$ cat src/rtl/core/lpfi_pkg.sv
// shared types and constants for the linear probe find-or-insert block
`default_nettype none

package lpfi_pkg;

	// fixed field widths
	localparam int KEY_W    = 31;
	localparam int STATUS_W = 2;
	localparam int PROBES_W = 5;

	// table depth default, handed down from the top level
	localparam int TABLE_SIZE_DEF = 16;

	// probe limit after reset
	localparam logic [PROBES_W-1:0] PROBES_RESET = 5'd5;

	// home slot reduction: key bits taken MSB first, MOD_BITS per cycle
	localparam int MOD_BITS  = 8;
	localparam int MOD_STEPS = (KEY_W + MOD_BITS - 1) / MOD_BITS;
	localparam int KEY_PAD_W = MOD_BITS * MOD_STEPS;
	localparam int MOD_CNT_W = (MOD_STEPS > 1) ? $clog2(MOD_STEPS) : 1;

	typedef logic [STATUS_W-1:0] status_t;

	// result codes
	localparam status_t ST_INSERTED = 2'd0;
	localparam status_t ST_FOUND    = 2'd1;
	localparam status_t ST_FULL     = 2'd2;

	// controller to datapath commands
	typedef struct packed {
		logic clear;
		logic load;
		logic mod_step;
		logic probe;
		logic out_load;
	} cmd_t;

	// datapath to controller status
	typedef struct packed {
		logic clr_last;
		logic mod_last;
		logic done;
	} sts_t;

endpackage

`default_nettype wire

$ cat src/rtl/core/lpfi_ctrl.sv
// controller state machine: sequencing of clear, reduction, probing and result hand-off
`default_nettype none

module lpfi_ctrl (
	input  wire             clk,
	input  wire             arst_n,
	input  wire             req_valid,
	output logic            req_stall,
	output logic            rsp_valid,
	input  wire             rsp_stall,
	output lpfi_pkg::cmd_t  cmd,
	input  lpfi_pkg::sts_t  sts
);
	import lpfi_pkg::*;

	localparam logic [2:0] ST_CLEAR = 3'd0;
	localparam logic [2:0] ST_IDLE  = 3'd1;
	localparam logic [2:0] ST_MOD   = 3'd2;
	localparam logic [2:0] ST_PROBE = 3'd3;
	localparam logic [2:0] ST_DONE  = 3'd4;

	logic [2:0] state_q;
	logic [2:0] state_d;
	logic       rsp_valid_q;
	logic       out_free;

	// output register can take a new result
	assign out_free = !rsp_valid_q || !rsp_stall;

	// next state and commands
	always_comb begin
		state_d = state_q;
		cmd     = '0;
		case (state_q)
			ST_CLEAR: begin
				cmd.clear = 1'b1;
				if (sts.clr_last) begin
					state_d = ST_IDLE;
				end
			end
			ST_IDLE: begin
				if (req_valid) begin
					cmd.load = 1'b1;
					state_d  = ST_MOD;
				end
			end
			ST_MOD: begin
				cmd.mod_step = 1'b1;
				if (sts.mod_last) begin
					state_d = ST_PROBE;
				end
			end
			ST_PROBE: begin
				cmd.probe = 1'b1;
				if (sts.done) begin
					state_d = ST_DONE;
				end
			end
			ST_DONE: begin
				if (out_free) begin
					cmd.out_load = 1'b1;
					state_d      = ST_IDLE;
				end
			end
			default: begin
				state_d = ST_IDLE;
			end
		endcase
	end

	// state register
	always_ff @(posedge clk or negedge arst_n) begin
		if (!arst_n) begin
			state_q <= ST_CLEAR;
		end else begin
			state_q <= state_d;
		end
	end

	// result valid flag
	always_ff @(posedge clk or negedge arst_n) begin
		if (!arst_n) begin
			rsp_valid_q <= 1'b0;
		end else if (cmd.out_load) begin
			rsp_valid_q <= 1'b1;
		end else if (!rsp_stall) begin
			rsp_valid_q <= 1'b0;
		end
	end

	assign req_stall = (state_q != ST_IDLE);
	assign rsp_valid = rsp_valid_q;

`ifndef SYNTH
	// an accepted request always starts the home slot reduction
	a_load_to_mod: assert property (@(posedge clk) disable iff (!arst_n)
		(req_valid && !req_stall) |=> (state_q == ST_MOD))
		else $error("request accepted without entering reduction");

	// a result only appears after a search has finished
	a_valid_from_done: assert property (@(posedge clk) disable iff (!arst_n)
		$rose(rsp_valid_q) |-> ($past(state_q) == ST_DONE))
		else $error("result raised outside the hand-off state");

	// a finished search with a free output register hands off at once
	a_done_handoff: assert property (@(posedge clk) disable iff (!arst_n)
		(state_q == ST_DONE && !rsp_valid_q) |=> (rsp_valid_q && state_q == ST_IDLE))
		else $error("result hand-off delayed with free output register");
`endif

endmodule

`default_nettype wire

$ cat src/rtl/core/lpfi_datapath.sv
// datapath: probe limit register, home slot reduction, slot store and probe compare
`default_nettype none

module lpfi_datapath #(
	parameter int TABLE_SIZE = lpfi_pkg::TABLE_SIZE_DEF
) (
	input  wire                            clk,
	input  wire                            arst_n,
	input  lpfi_pkg::cmd_t                 cmd,
	output lpfi_pkg::sts_t                 sts,
	input  wire [lpfi_pkg::KEY_W-1:0]      key,
	input  wire                            cfg_we,
	input  wire [lpfi_pkg::PROBES_W-1:0]   cfg_data,
	output lpfi_pkg::status_t              status
);
	import lpfi_pkg::*;

	localparam int AW = $clog2(TABLE_SIZE);
	localparam logic [AW:0]   TS_EXT  = (AW+1)'(TABLE_SIZE);
	localparam logic [AW-1:0] SLOT_LAST = AW'(TABLE_SIZE - 1);

	// slot store
	logic [KEY_W-1:0]     mem [TABLE_SIZE];

	logic [PROBES_W-1:0]  max_probes_q;
	logic [KEY_W-1:0]     key_q;
	logic [KEY_PAD_W-1:0] key_sh_q;
	logic [MOD_CNT_W-1:0] mod_cnt_q;
	logic [AW-1:0]        slot_q;
	logic [PROBES_W-1:0]  iss_q;
	logic [PROBES_W-1:0]  cmp_q;
	logic                 rd_vld_s1;
	logic [KEY_W-1:0]     rd_data_s1;
	logic [AW-1:0]        rd_slot_s1;
	status_t              res_q;
	status_t              status_q;

	logic [AW-1:0]        rem_d;
	logic [AW-1:0]        slot_next;
	logic                 issue;
	logic                 lim_zero;
	logic                 slot_empty;
	logic                 slot_match;
	logic                 cmp_last;
	status_t              res_d;
	logic                 mem_we;
	logic [AW-1:0]        mem_wa;
	logic [KEY_W-1:0]     mem_wd;

	// probe limit register
	always_ff @(posedge clk or negedge arst_n) begin
		if (!arst_n) begin
			max_probes_q <= PROBES_RESET;
		end else if (cfg_we) begin
			max_probes_q <= cfg_data;
		end
	end

	// remainder step: MOD_BITS restoring shift-subtract steps
	always_comb begin
		logic [AW-1:0] r;
		logic [AW:0]   t;
		r = slot_q;
		t = '0;
		for (int i = 0; i < MOD_BITS; i++) begin
			t = {r, key_sh_q[KEY_PAD_W-1-i]};
			if (t >= TS_EXT) begin
				t = t - TS_EXT;
			end
			r = t[AW-1:0];
		end
		rem_d = r;
	end

	// linear probe wrap
	assign slot_next = (slot_q == SLOT_LAST) ? '0 : slot_q + 1'b1;

	// probe decision
	always_comb begin
		lim_zero   = (max_probes_q == '0);
		issue      = cmd.probe && (iss_q < max_probes_q);
		slot_empty = (rd_data_s1 == '0);
		slot_match = (rd_data_s1 == key_q);
		cmp_last   = (((PROBES_W+1)'(cmp_q) + 1'b1) == (PROBES_W+1)'(max_probes_q));
		if (rd_vld_s1 && slot_empty) begin
			res_d = ST_INSERTED;
		end else if (rd_vld_s1 && slot_match) begin
			res_d = ST_FOUND;
		end else begin
			res_d = ST_FULL;
		end
		sts.done     = cmd.probe && (lim_zero ||
			(rd_vld_s1 && (slot_empty || slot_match || cmp_last)));
		sts.clr_last = (slot_q == SLOT_LAST);
		sts.mod_last = (mod_cnt_q == MOD_CNT_W'(MOD_STEPS - 1));
	end

	// store write port: clearing pass or insert
	always_comb begin
		mem_we = cmd.clear || (cmd.probe && rd_vld_s1 && slot_empty);
		mem_wa = cmd.clear ? slot_q : rd_slot_s1;
		mem_wd = cmd.clear ? '0 : key_q;
	end

	// slot store with registered read
	always_ff @(posedge clk) begin
		if (mem_we) begin
			mem[mem_wa] <= mem_wd;
		end
		if (issue) begin
			rd_data_s1 <= mem[slot_q];
		end
	end

	// slot pointer, reduction and probe counters
	always_ff @(posedge clk or negedge arst_n) begin
		if (!arst_n) begin
			slot_q    <= '0;
			mod_cnt_q <= '0;
			iss_q     <= '0;
			cmp_q     <= '0;
			rd_vld_s1 <= 1'b0;
		end else begin
			if (cmd.clear) begin
				slot_q <= slot_next;
			end else if (cmd.load) begin
				slot_q <= '0;
			end else if (cmd.mod_step) begin
				slot_q <= rem_d;
			end else if (issue) begin
				slot_q <= slot_next;
			end

			if (cmd.load) begin
				mod_cnt_q <= '0;
			end else if (cmd.mod_step) begin
				mod_cnt_q <= mod_cnt_q + 1'b1;
			end

			if (cmd.load) begin
				iss_q <= '0;
			end else if (issue) begin
				iss_q <= iss_q + 1'b1;
			end

			if (cmd.load) begin
				cmp_q <= '0;
			end else if (cmd.probe && rd_vld_s1) begin
				cmp_q <= cmp_q + 1'b1;
			end

			rd_vld_s1 <= issue;
		end
	end

	// payload registers
	always_ff @(posedge clk) begin
		if (cmd.load) begin
			key_q    <= key;
			key_sh_q <= {{(KEY_PAD_W-KEY_W){1'b0}}, key};
		end else if (cmd.mod_step) begin
			key_sh_q <= key_sh_q << MOD_BITS;
		end
		if (issue) begin
			rd_slot_s1 <= slot_q;
		end
		if (sts.done) begin
			res_q <= res_d;
		end
		if (cmd.out_load) begin
			status_q <= res_q;
		end
	end

	assign status = status_q;

`ifndef SYNTH
	// the store is only written during a search when the key is inserted
	a_probe_write: assert property (@(posedge clk) disable iff (!arst_n)
		(cmd.probe && mem_we) |-> (sts.done && res_d == ST_INSERTED))
		else $error("store written during search without insert");

	// read data in flight always belongs to a read not yet compared
	a_read_order: assert property (@(posedge clk) disable iff (!arst_n)
		rd_vld_s1 |-> (cmp_q < iss_q))
		else $error("compare without an outstanding read");

	// reads never go past the probe limit
	a_issue_limit: assert property (@(posedge clk) disable iff (!arst_n)
		cmd.probe |-> (iss_q <= max_probes_q))
		else $error("more reads issued than the probe limit");
`endif

endmodule

`default_nettype wire

$ cat src/rtl/core/linear_probe_find_or_insert.sv
// top level of the linear probe find-or-insert set
//
//   channel  | handshake             | payload
//   ---------+-----------------------+------------------------
//   request  | req_valid / req_stall | key [30:0]
//   result   | rsp_valid / rsp_stall | status [1:0]
//   config   | cfg_valid / cfg_ready | max_probes [4:0]
//
// one request at a time: taken in the idle state, then home slot reduction
// over MOD_STEPS key chunks, then k probes through the single store read
// port with k up to max_probes, then the hand-off of the result.
// after reset a clearing pass writes empty to each slot while requests
// are stalled; config writes are always taken.
// a finished result waits in the output register while the next request runs;
// a search that finishes while that register is still held waits for it.
`default_nettype none

module linear_probe_find_or_insert #(
	parameter int TABLE_SIZE = lpfi_pkg::TABLE_SIZE_DEF
) (
	input  wire                            clk,
	input  wire                            arst_n,
	input  wire                            req_valid,
	output logic                           req_stall,
	input  wire [lpfi_pkg::KEY_W-1:0]      key,
	output logic                           rsp_valid,
	input  wire                            rsp_stall,
	output lpfi_pkg::status_t              status,
	input  wire                            cfg_valid,
	output logic                           cfg_ready,
	input  wire [lpfi_pkg::PROBES_W-1:0]   max_probes
);
	import lpfi_pkg::*;

	cmd_t cmd;
	sts_t sts;
	logic cfg_we;

	// register writes are always taken
	assign cfg_ready = 1'b1;
	assign cfg_we    = cfg_valid && cfg_ready;

	// sequencing
	lpfi_ctrl u_ctrl (
		.clk       (clk),
		.arst_n    (arst_n),
		.req_valid (req_valid),
		.req_stall (req_stall),
		.rsp_valid (rsp_valid),
		.rsp_stall (rsp_stall),
		.cmd       (cmd),
		.sts       (sts)
	);

	// store and arithmetic
	lpfi_datapath #(
		.TABLE_SIZE (TABLE_SIZE)
	) u_datapath (
		.clk      (clk),
		.arst_n   (arst_n),
		.cmd      (cmd),
		.sts      (sts),
		.key      (key),
		.cfg_we   (cfg_we),
		.cfg_data (max_probes),
		.status   (status)
	);

endmodule

`default_nettype wire
$ cat config.mk
export PLATFORM = sky130hd
export DESIGN_NAME = linear_probe_find_or_insert
export DESIGN_NICKNAME = d
export VERILOG_FILES = /design/src/rtl/core/lpfi_pkg.sv /design/src/rtl/core/lpfi_ctrl.sv /design/src/rtl/core/lpfi_datapath.sv /design/src/rtl/core/linear_probe_find_or_insert.sv
export SDC_FILE = /design/constraint.sdc
export NUM_CORES = 1
export LEC_CHECK = 0
export ABC_AREA = 0
export BUFFER_PORTS_ARGS = -buffer_cell sky130_fd_sc_hd__clkbuf_2
export CAP_MARGIN = 30
export CORE_UTILIZATION = 40
export CTS_CLUSTER_DIAMETER = 150
export DETAILED_ROUTE_END_ITERATION = 7
export PLACE_DENSITY = 0.69
export SLEW_MARGIN = 15
export SYNTH_ARGS = -nofsm -noshare
export SYNTH_HDL_FRONTEND = slang
export SYNTH_SLANG_ARGS = --single-unit
$ cat constraint.sdc
create_clock -name clk -period 3.14 [get_ports clk]
set_clock_uncertainty 0.2 [all_clocks]
set_input_delay 0.471 -clock clk [delete_from_list [all_inputs] [get_ports clk]]
set_output_delay 0.471 -clock clk [all_outputs]
set_load 0.02 [all_outputs]
# ---- Yosys cells after proc, flatten, opt, wreduce, memory -nomap -nowiden
# Memories as Yosys holds them, arrays and structs flattened. A register that Yosys moved wholly into a read port is not among the register bits.
# Cells that the tools add are included.
dict set report classes {
  reduce_logical 22
  order_cmp 9
  addsub 13
  muxes 41
  eq_ne 15
}
# cell n
set op_table {}
lappend op_table {{31-bit 2-to-1 mux} 3}
lappend op_table {{4-bit 2-to-1 mux} 14}
lappend op_table {{5-bit greater-or-equal comparator, second input constant} 8}
lappend op_table {{4-bit by 1-bit subtractor with 4-bit output, second input constant} 8}
lappend op_table {{31-bit equality test} 1}
lappend op_table {{31-bit zero test} 1}
lappend op_table {{5-bit 2-to-1 mux} 4}
lappend op_table {{3-bit 2-to-1 mux} 5}
lappend op_table {{3-bit one-hot mux with 5 select lines} 1}
lappend op_table {{1-bit 2-to-1 mux} 11}
lappend op_table {{5-bit by 1-bit adder with 5-bit output, second input constant} 2}
lappend op_table {{2-bit inequality test, second input constant} 4}
lappend op_table {{1-bit logical AND} 7}
lappend op_table {{5-bit by 1-bit adder with 6-bit output, second input constant} 1}
lappend op_table {{3-bit by 2-bit equality test with 1-bit output, second input constant} 2}
lappend op_table {{6-bit by 5-bit equality test with 1-bit output} 1}
lappend op_table {{2-bit 2-to-1 mux} 3}
lappend op_table {{2-bit nonzero test} 3}
lappend op_table {{5-bit zero test} 1}
lappend op_table {{1-bit logical OR} 5}
lappend op_table {{5-bit < comparator} 1}
lappend op_table {{5-bit AND reduction} 1}
lappend op_table {{4-bit by 1-bit adder with 4-bit output, second input constant} 1}
lappend op_table {{4-bit equality test, second input constant} 1}
lappend op_table {{other kinds (9)} 11}
dict set report totals {
  output_inout_bits 5
  word_cells 115
  n_memories 1
  register_bits 97
  mem_bits_rw 496
}
# name words word_bits read_ports rd_clocked_by_memory_dff write_ports line
set mem_list {}
lappend mem_list {u_datapath.mem 16 31 1 1 1 lpfi_datapath.sv:23} ;# logic [KEY_W-1:0] mem [TABLE_SIZE];

# ---- Longest topological paths before layout
dict set report logic_depth {
  depth_word 19
  mapped_depth 8
}

# ---- Hierarchy
# From an unflattened synthesis, not the netlist that was laid out.
dict set report hier_totals {
  cells_unflattened 1284
  area_unflattened_um2 23954.2
}
# module cells_per_inst instances area_each_um2 seq_area_each_um2
set modules_own_cells {}
lappend modules_own_cells {lpfi_datapath 1256 1 23721.5 18029.8}
lappend modules_own_cells {lpfi_ctrl 26 1 221.5 100.1}
lappend modules_own_cells {linear_probe_find_or_insert 2 1 11.3 0.0}

# ---- Worst setup path before layout
# Ideal clock, no wire load.
dict set report synth_path {
  path_kind {register to register}
  start {reg u_ctrl.state_q[2]}
  end {mem u_datapath.mem[1][0], enable pin}
  setup_slack_ns -0.265
  t_required_ns 2.521
  t_arrival_ns 2.786
  path_stages_with_launch 7
  cell_sequence {dfrtp_1 > clkbuf_1 > or3_1 > clkbuf_1 > nor3b_1 > o21ai_1 > nor2_1}
}
dict set report synth_between {
  elab_chain_len 7
  elab_cells_between_ends 10
  cone_classes {eq/ne: 1; mux: 5; reduce/logical: 4}
}
# element line
set synth_lines {}
lappend synth_lines {{start, declared} lpfi_ctrl.sv:22} ;# logic [2:0] state_q;
lappend synth_lines {{start signal, assigned} lpfi_ctrl.sv:76} ;# state_q <= state_d;
lappend synth_lines {{3-bit by 2-bit equality test with 1-bit output} lpfi_ctrl.sv:34} ;# case (state_q)
lappend synth_lines {{1-bit 2-to-1 mux} lpfi_ctrl.sv:34}
lappend synth_lines {{1-bit logical AND (2 in a row)} lpfi_datapath.sv:100} ;# mem_we = cmd.clear || (cmd.probe && rd_vld_s1 && slot_empty);
lappend synth_lines {{1-bit logical OR} lpfi_datapath.sv:100}
lappend synth_lines {{1-bit 2-to-1 mux} lpfi_datapath.sv:107} ;# if (mem_we) begin
lappend synth_lines {{1-bit 2-to-1 mux (not written as such)} lpfi_datapath.sv:108} ;# mem[mem_wa] <= mem_wd;
lappend synth_lines {{end, declared} lpfi_datapath.sv:23}
# Several ways; a longest one is shown, not always the timed one.

# ---- Final worst setup path
dict set report layout_path {
  start {reg u_datapath.rd_data_s1[23] (read register of u_datapath.mem)}
  end {mem u_datapath.mem[15][12], enable pin}
}
dict set report layout_between {
  elab_chain_len 5
}
# element line
set layout_lines {}
lappend layout_lines {{start, declared} lpfi_datapath.sv:33} ;# logic [KEY_W-1:0] rd_data_s1;
lappend layout_lines {{31-bit zero test} lpfi_datapath.sv:82} ;# slot_empty = (rd_data_s1 == '0);
lappend layout_lines {{1-bit logical AND} lpfi_datapath.sv:100}
lappend layout_lines {{1-bit logical OR} lpfi_datapath.sv:100}
lappend layout_lines {{1-bit 2-to-1 mux} lpfi_datapath.sv:107}
lappend layout_lines {{1-bit 2-to-1 mux (not written as such)} lpfi_datapath.sv:108}
# No other way between the ends.

==> flow_summary.json <==
{
  "final_cell_mix": "edfxtp_1, mux4_2, clkbuf_16",
  "first_pass_iters": 5,
  "drc": 0,
  "port-buffer-count": 44,
  "finalCriticalPeriod_ns": 2.96,
  "synth_edf_count": 582,
  "critPathLaunch": "u_datapath.rd_data_s1[23]$_DFFE_PP_",
  "worstHoldPathType": "input port to register",
  "synth_top_family_by_area": "multiplexers",
  "dp_slack_ns": 0.134,
  "tightest_slew_ns": 0.773,
  "reg2reg_to": "u_datapath.mem[15][12]$_DFFE_PP_",
  "cellPowerDensity_nw_per_um2": 888,
  "end_kind": "register",
  "cp_num_cells": 7,
  "max_stage_delay_ns": 0.52,
  "synth_compound_area_share_pct": 1.42,
  "leakage_nw": 8.85,
  "rrSetupSlack_ns": 0.18,
  "worst-path-buf-inv": 2,
  "clock-sinks": 608,
  "worst_slack_ns": 0.176,
  "place_congestion": 0.966,
  "hold_viol": 0,
  "grt_start_max_net_pins": 36,
  "rr_worst_depth": 7,
  "slew_headroom_pct": 48.5,
  "crit_path_max_fanout": 19,
  "yosys.area_share.xor_xnor_pct": 1.40,
  "drtAntennaViolNets": 0,
  "vias": 11600,
  "layout.cells.non_filler": 2092,
  "status": "finished clean",
  "slew_viol_final": 0,
  "cpMostUsedCell": "buf_4",
  "clock.fmax_mhz": 337,
  "grt_pass1_vias": 11600,
  "worstPathCellList": "nor4_2, nand4_1, o31ai_2, o21ai_1, buf_4, nor2_4, buf_4",
  "fin_crit_sh_pct": 94.4,
  "vias_per_cell": 5.54,
  "synthSimpleGateAreaFrac_pct": 4.13,
  "die-area_um2": 60300,
  "worst_ep_required_time_ns": 3.22,
  "yosysWarnings": 0,
  "antenna_found_initial": 2,
  "crit_arrival_ns": 3.05,
  "dp.cells": 1936,
  "syn2layout_area_growth_pct": 16.9,
  "crit_end": "u_datapath.mem[15][12]$_DFFE_PP_",
  "synthMuxAreaShare_pct": 14.9,
  "synth_area_um2": 23700,
  "grtUsageTotal_pct": 17.6,
  "grt_overflow": 0,
  "ys_seq_area_share_pct": 76.4,
  "synth_nets": 1167,
  "core_area_um2": 58100,
  "wirelength_mm": 51.9,
  "syn_inst": 1118,
  "n_fill_cell": 4725,
  "grt_pass1_wl_mm": 77.1,
  "cts.htree.levels": 2,
  "synthDistinctLibCells": 48,
  "synthFlopType": "edfxtp_1",
  "dp.final_hpwl_mm": 34.3,
  "cts_root_buf": "clkbuf_16",
  "cts_tree": "built",
  "drive_gt1_share_pct": 27.7,
  "die_h_um": 246,
  "nets": 1327,
  "clk_pin_slew_ns": 0.06,
  "final_common_cell": "edfxtp_1",
  "rows": 88,
  "synth_fa_ha_area_share_pct": 0.422,
  "ys_ff_latch": 608,
  "wl_per_cell_um": 24.8,
  "maxCapViolCount": 0,
  "diodes": 0,
  "cts_buffers": 59,
  "r2r_start": "u_datapath.rd_data_s1[23]$_DFFE_PP_",
  "pin_count": 46,
  "rsz0062_at_grt": "false",
  "max-clock-path-buffers": 3,
  "critical-path-top-delay-family": "simple AND/OR/NAND/NOR gates",
  "avgSynthCellArea_um2": 21.2,
  "worstSetupStartpointType": "register",
  "start_util_pct": 40.8,
  "whs_ns": 0.0290,
  "drtIter0Drc": 1276,
  "tns_ns": 0,
  "path_class": "register to register",
  "ir_drop_mv": 0.527,
  "setup_viol": 0,
  "utilization_pct": 47.7,
  "die_x_um": 246,
  "clk_latency_ns": 0.63,
  "synthArstFlopShare_pct": 4.28,
  "slowest_stage": "nor4_2"
}
[worst min path at each step]
stage / startpoint / endpoint / slack [ns] / depth (start not counted)
after detailed placement: u_datapath.res_q[1]$_SDFFCE_PP0P_ / u_datapath.status[1]$_DFFE_PP_ / 0.21 / 0
after floorplan: arst_n / u_ctrl.rsp_valid$_DFFE_PN0P_ / -0.02 / 0
after CTS: key[10] / u_datapath.key_q[10]$_DFFE_PP_ / 0.007 / 1
after global routing: key[10] / u_datapath.key_q[10]$_DFFE_PP_ / 0.02 / 1
after global placement: u_datapath.res_q[1]$_SDFFCE_PP0P_ / u_datapath.status[1]$_DFFE_PP_ / 0.21 / 0
final: cfg_valid / u_datapath.max_probes_q[0]$_DFFE_PN1P_ / 0.03 / 2
[layout make-up]
| class | instances | area (µm²) | area share (%) |
|---|---|---|---|
| Multi-Input combinational cell | 452 | 5420 | 19.5 |
| Sequential cell | 608 | 18100 | 65.3 |
| Tap cell | 765 | 957 | 3.45 |
| Clock buffer | 77 | 1540 | 5.56 |
| Clock inverter | 33 | 342 | 1.23 |
| Inverter | 10 | 37.5 | 0.135 |
| Timing Repair Buffer | 147 | 1320 | 4.74 |
[power breakdown]
| part | switching [mW] | leakage, nW | internal [mW] |
|---|---|---|---|
| sequential | 0.619 | 5.60 | 10.4 |
| combinational | 3.77 | 2.35 | 3.05 |
| clock | 2.97 | 0.908 | 3.90 |
[registers in the layout, indices dropped and copies added (netlist names), 2 cells and up]
signal                   count
u_datapath.rd_data_s1       31
u_datapath.slot_q            4
u_datapath.rd_slot_s1        4
u_datapath.cmp_q             5
u_datapath.max_probes_q      5
u_datapath.status            2
u_datapath.res_q             2
u_datapath.key_sh_q         16
u_datapath.mod_cnt_q         2
u_ctrl.state_q               3
u_datapath.mem             496
u_datapath.iss_q             5
u_datapath.key_q            31
[cell usage after synthesis, drive strengths merged, types with 3 or more instances]
cell type / count / area share (%)
dfrtp: 24 / 2.5
nand3: 8 / 0.19
nor3b: 7 / 0.22
and3: 8 / 0.21
xnor2: 35 / 1.3
o2bb2ai: 3 / 0.11
ha: 8 / 0.42
mux2i: 3 / 0.13
or3: 9 / 0.24
inv: 10 / 0.16
nor4: 12 / 0.32
and2: 32 / 0.85
mux4: 155 / 15
edfxtp: 582 / 74
nand2: 55 / 0.87
o21ai: 23 / 0.48
a21oi: 11 / 0.23
a31oi: 5 / 0.13
nand4: 18 / 0.47
xor2: 3 / 0.11
buf: 23 / 0.75
nor3: 9 / 0.19
clkbuf: 25 / 0.40
nor2: 28 / 0.44
[through the flow]
stage,power [mW],instance area [µm²]
4_1_cts,24.8,27700
6_report,24.7,27800
2_1_floorplan,15.5,23700
3_3_place_gp,17.8,25400
3_5_place_dp,17.9,25400
5_1_grt,25.7,27800
[layer usage]
layer	vias to the layer above	part of all wire, %	GRT usage (%)
li1	4947	-	-
met1	6132	46	27.3
met2	440	43	24.9
met3	77	8.0	3.09
met4	0	2.8	5.88
met5	-	0	0
[cells by family (layout without fill, tap and decap cells)]
group | count (synthesis) | count (layout)
compound gates | 55 | 55
xor+xnor | 38 | 38
fa+ha+maj | 8 | 8
buf+inv | 58 | 267
flops | 608 | 608
mux | 160 | 160
other cells | 1 | 1
simple gates | 190 | 190
[timing repair]
item	CTS	global route
resized for setup	0	1
hold buffers	45	0
setup buffers	0	0
endpoints found under the setup margin	0	185
endpoints found under the hold margin	70	0
Note: power is estimated with default switching activity, not from simulation.
